$ cat src/bsmg_pkg.sv
`default_nettype none

package bsmg_pkg;

    localparam int DATA_W              = 32;
    localparam int CAP_W               = 11;
    localparam int PADDR_W             = 3;
    localparam int MAX_ENTRIES_DEFAULT = 1024;

    localparam logic [CAP_W-1:0]   CAPACITY_RESET = 11'd1024;
    localparam logic [PADDR_W-1:0] ADDR_CAPACITY  = 3'd0;

    // shared subtract unit result
    typedef struct packed {
        logic [DATA_W-1:0] diff;  // a - b modulo 2^32
        logic              lt;    // a < b, signed
    } alu_res_t;

endpackage

`default_nettype wire

$ cat src/bsmg_alu.sv
`default_nettype none

module bsmg_alu (
    input  wire logic [bsmg_pkg::DATA_W-1:0] a,
    input  wire logic [bsmg_pkg::DATA_W-1:0] b,
    output bsmg_pkg::alu_res_t               res
);

    import bsmg_pkg::*;

    logic [DATA_W:0] wide;

    // sign-extended subtract: top bit is the signed less-than
    assign wide     = {a[DATA_W-1], a} - {b[DATA_W-1], b};
    assign res.diff = wide[DATA_W-1:0];
    assign res.lt   = wide[DATA_W];

endmodule

`default_nettype wire

$ cat config.mk
export PLATFORM = sky130hd
export DESIGN_NAME = bsmg_alu
export DESIGN_NICKNAME = d
export VERILOG_FILES = /design/src/bsmg_pkg.sv /design/src/bsmg_alu.sv
export SDC_FILE = /design/constraint.sdc
export NUM_CORES = 1
export LEC_CHECK = 0
export BUFFER_PORTS_ARGS = -buffer_cell sky130_fd_sc_hd__buf_4
export CORE_MARGIN = 5
export CORE_UTILIZATION = 48
export DETAILED_ROUTE_END_ITERATION = 10
export PLACE_DENSITY_LB_ADDON = 0.1
export SLEW_MARGIN = 25
export SYNTH_ARGS = -nofsm -noshare
export SYNTH_HDL_FRONTEND = slang
export SYNTH_SLANG_ARGS = --single-unit
export TNS_END_PERCENT = 20
$ cat constraint.sdc
create_clock -name vclk -period 3.4
set_input_delay 0.51 -clock vclk [all_inputs]
set_output_delay 0.51 -clock vclk [all_outputs]
set_load 0.02 [all_outputs]
Word level (Yosys, flattened, before mapping)
Cells that the tools add are included.
{ "op_classes": {"n_mul": 0, "shifts": 0, "div_mod_pow": 0, "n_reduce_logical": 0, "n_bitwise": 0, "n_eq_ne": 0, "mux": 0, "n_lt_le_gt_ge": 0, "addsub": 1} }
{ "ops": {"columns": ["cell", "n"], "rows": [
  ["subtractor 32 x 32 -> 33 bit", 1]
]} }
{ "word_totals": {"latch_bits": 0, "output_inout_bits": 33, "word_cells": 1, "reg_bits": 0, "n_memories": 0, "romBits": 0, "ramBits": 0, "in_bits": 64} }

Logic depth before layout (Yosys ltp)
{ "logic_depth": {"word_depth": 1, "depth_mapped": 11} }

Worst setup path before layout
Ideal clock, no wire load.
{ "synth_timing": {"kind": "input port to output port", "start": "input port a[0] (netlist bit)", "end": "output port res[31] (netlist bit)", "n_path_buf": 0, "stages": 11, "path_slack_ns": 0.340, "arrival_ns": 2.550, "path_cell_list": "inv_1 > ha_1 > fa_1 > nor2b_1 > o2111ai_1 > nand3_1 > a31o_2 > a21oi_2 > o31ai_1 > a21oi_2 > xnor2_1"} }
{ "synth_rtl": {"columns": ["element", "line", "rtl"], "rows": [
  ["from (decl)", "bsmg_alu.sv:4", "input wire logic [bsmg_pkg::DATA_W-1:0] a,"],
  ["to (decl)", "bsmg_alu.sv:6", "output bsmg_pkg::alu_res_t res"]
]} }

==> results_dict.tcl <==
set metrics [dict create \
    register_area_um2 0 \
    critPathLaunch "a[16]" \
    drt.antenna.violating_nets 0 \
    place.gp.congestion 0.940 \
    dieArea_mm2 0.00505 \
    worst-path-max-fanout 5 \
    grt_start_max_net_pins 9 \
    worst_ep_arrival_time_ps 2810 \
    drive_gt1_share_pct 31.0 \
    cellPowerDensity_mw_per_mm2 254 \
    die_y_um 71.1 \
    vias_per_cell 5.30 \
    placed_area_mm2 0.00262 \
    holdBufCountCts 0 \
    synth_area_mm2 0.00179 \
    n_clock_buffer 0 \
    ir_worst_vdd_uv 144 \
    num-nets-final 473 \
    end_kind "output port" \
    cts_resized 0 \
    hold_viol 0 \
    area_delta_synth_final_pct 47.6 \
    grt_pass1_vias 2050 \
    slowest_stage "or4_1" \
    grt_pass1_wl_um 8150 \
    crit_type "in -> out" \
    crit_family "compound AO/OA/AOI/OAI gates" \
    antenna_cells 0 \
    postCtsSetupRepairBufs 0 \
    synth_fp_nets 371 \
    hold_class "in -> out" \
    final_area_mm2 0.00264 \
    drt_iter0_drc 131 \
    detail_route.first_pass.iterations 4 \
    cp_cell_sequence "buf_4 -> ha_1 -> and2_2 -> a2111oi_2 -> o41ai_1 -> or4_1 -> a21oi_2 -> o31ai_2 -> a21oi_2 -> xnor2_1 -> buf_4" \
    ios 97 \
    routedWlPerCell_um 11.6 \
    max_freq_mhz 302 \
    drv_cap 0 \
    die-width_um 71.1 \
    start_util_pct 49.2 \
    cp_slowest_stage_delay_ps 430 \
    setup_viol 0 \
    hpwlAfterDp_um 4340 \
    yosysUniqueCellTypes 38 \
    slew_violations 0 \
    route.detailed.drc 0 \
    antenna_found_initial 0 \
    design.seq.count 0 \
    grt_overflow 0 \
    routed_wl_um 4910 \
    cp-start-kind "input port" \
    fp.coreArea_mm2 0.00363 \
    yosys_warnings 0 \
    rsz0062_at_grt "yes" \
    fin_crit_ps 3320 \
    worst_slew_pin_slew_ps 471 \
    num_vias 2236 \
    p_total_mw 0.671 \
    status "completed" \
    slew_headroom_pct 68.4 \
    whs_ps 1380 \
    holdCritStartpoint "b[0]" \
    synth.avg_cell_area_um2 6.53 \
    required_ps 2890 \
    min_period_over_period_pct 97.5 \
    syn_inst 274 \
    p_leak_nw 1.46 \
    rows 22 \
    critPathBufInv 2 \
    port_buffers 97 \
    yosysSeqAreaShare_pct 0 \
    grt.total_usage_pct 18.1 \
]
==> per-stage QoR <==
step | worst slack [ps] | cells | TNS [ps] | utilization (%)
3_3_place_gp | 96.7 | 422 | 0 | 72.0
6_report | 84.4 | 422 | 0 | 72.7
4_1_cts | 96.3 | 422 | 0 | 72.0
5_1_grt | -75.9 | 422 | -75.9 | 72.7
3_5_place_dp | 120 | 422 | 0 | 72.0
2_1_floorplan | 340 | 274 | 0 | -
==> placed cells by master, fill, tap and decap left out, types with 11 or more instances in the layout <==
cell / instances
a21o_1: 11
a21oi_1: 30
buf_4: 104
ha_1: 32
inv_1: 43
nand2_1: 21
nor2_1: 20
o21ai_0: 14
xnor2_1: 19
xor2_1: 11
==> synthesized netlist by cell type, types with 2 or more instances <==
cell type	n	area share [%]
a21oi_1	31	8.7
a311oi_1	2	0.98
nor2_1	20	4.2
nor2b_1	3	1.0
xnor2_1	19	9.3
a41oi_1	2	0.98
nand2_1	21	4.4
and3_1	3	1.0
clkbuf_1	4	0.84
a21oi_2	3	1.5
ha_1	32	22
o21a_1	4	1.7
a21o_1	11	4.6
o2111ai_1	3	1.5
nand3_1	10	2.8
o211ai_1	2	0.84
nor3_1	9	2.5
o21bai_1	4	1.7
nand4_1	3	1.0
a31oi_1	4	1.4
o21ai_0	14	3.9
xor2_1	11	5.4
o41ai_1	2	0.98
inv_1	43	9.0
==> power by group <==
| part | switching [mW] | internal, mW | leakage [nW] |
|---|---|---|---|
| Clock | 0 | 0 | 0 |
| Combinational | 0.361 | 0.311 | 1.46 |
| Sequential | 0 | 0 | 0 |
| Total | 0.361 | 0.311 | 1.46 |
==> final cells by class <==
class / instances / area, um2
Multi-Input combinational cell: 227 / 1640
Fill cell: 325 / 993
Timing Repair Buffer: 104 / 781
Inverter: 43 / 161
Tap cell: 48 / 60.1
==> path summary, 6_finish.rpt <==
path,slack [ps],to,cells after the start
setup / recovery,80,res[31],11
hold / removal,1380,res[1],4
==> tightest hold or removal path: stages <==
cell	delay, ps
buf_4	80
ha_1	100
inv_1	30
buf_4	140
==> metal layers <==
layer	share of wire, %	global-route usage (%)	wire (um)
met1	43	24.0	2140
met2	47	31.6	2310
met3	8.2	2.41	401
met4	1.3	2.51	66
met5	0	0	0
==> kinds of logic after synthesis <==
logic type,Yosys count,share of synthesized area (%)
AO/OA/AOI/OAI,88,32.1
XOR/XNOR,30,14.7
adder cells (fa/ha/maj),33,23.5
AND/OR/NAND/NOR,76,19.9
buffers and inverters,47,9.86
Note: power is estimated with default switching activity, not from simulation.
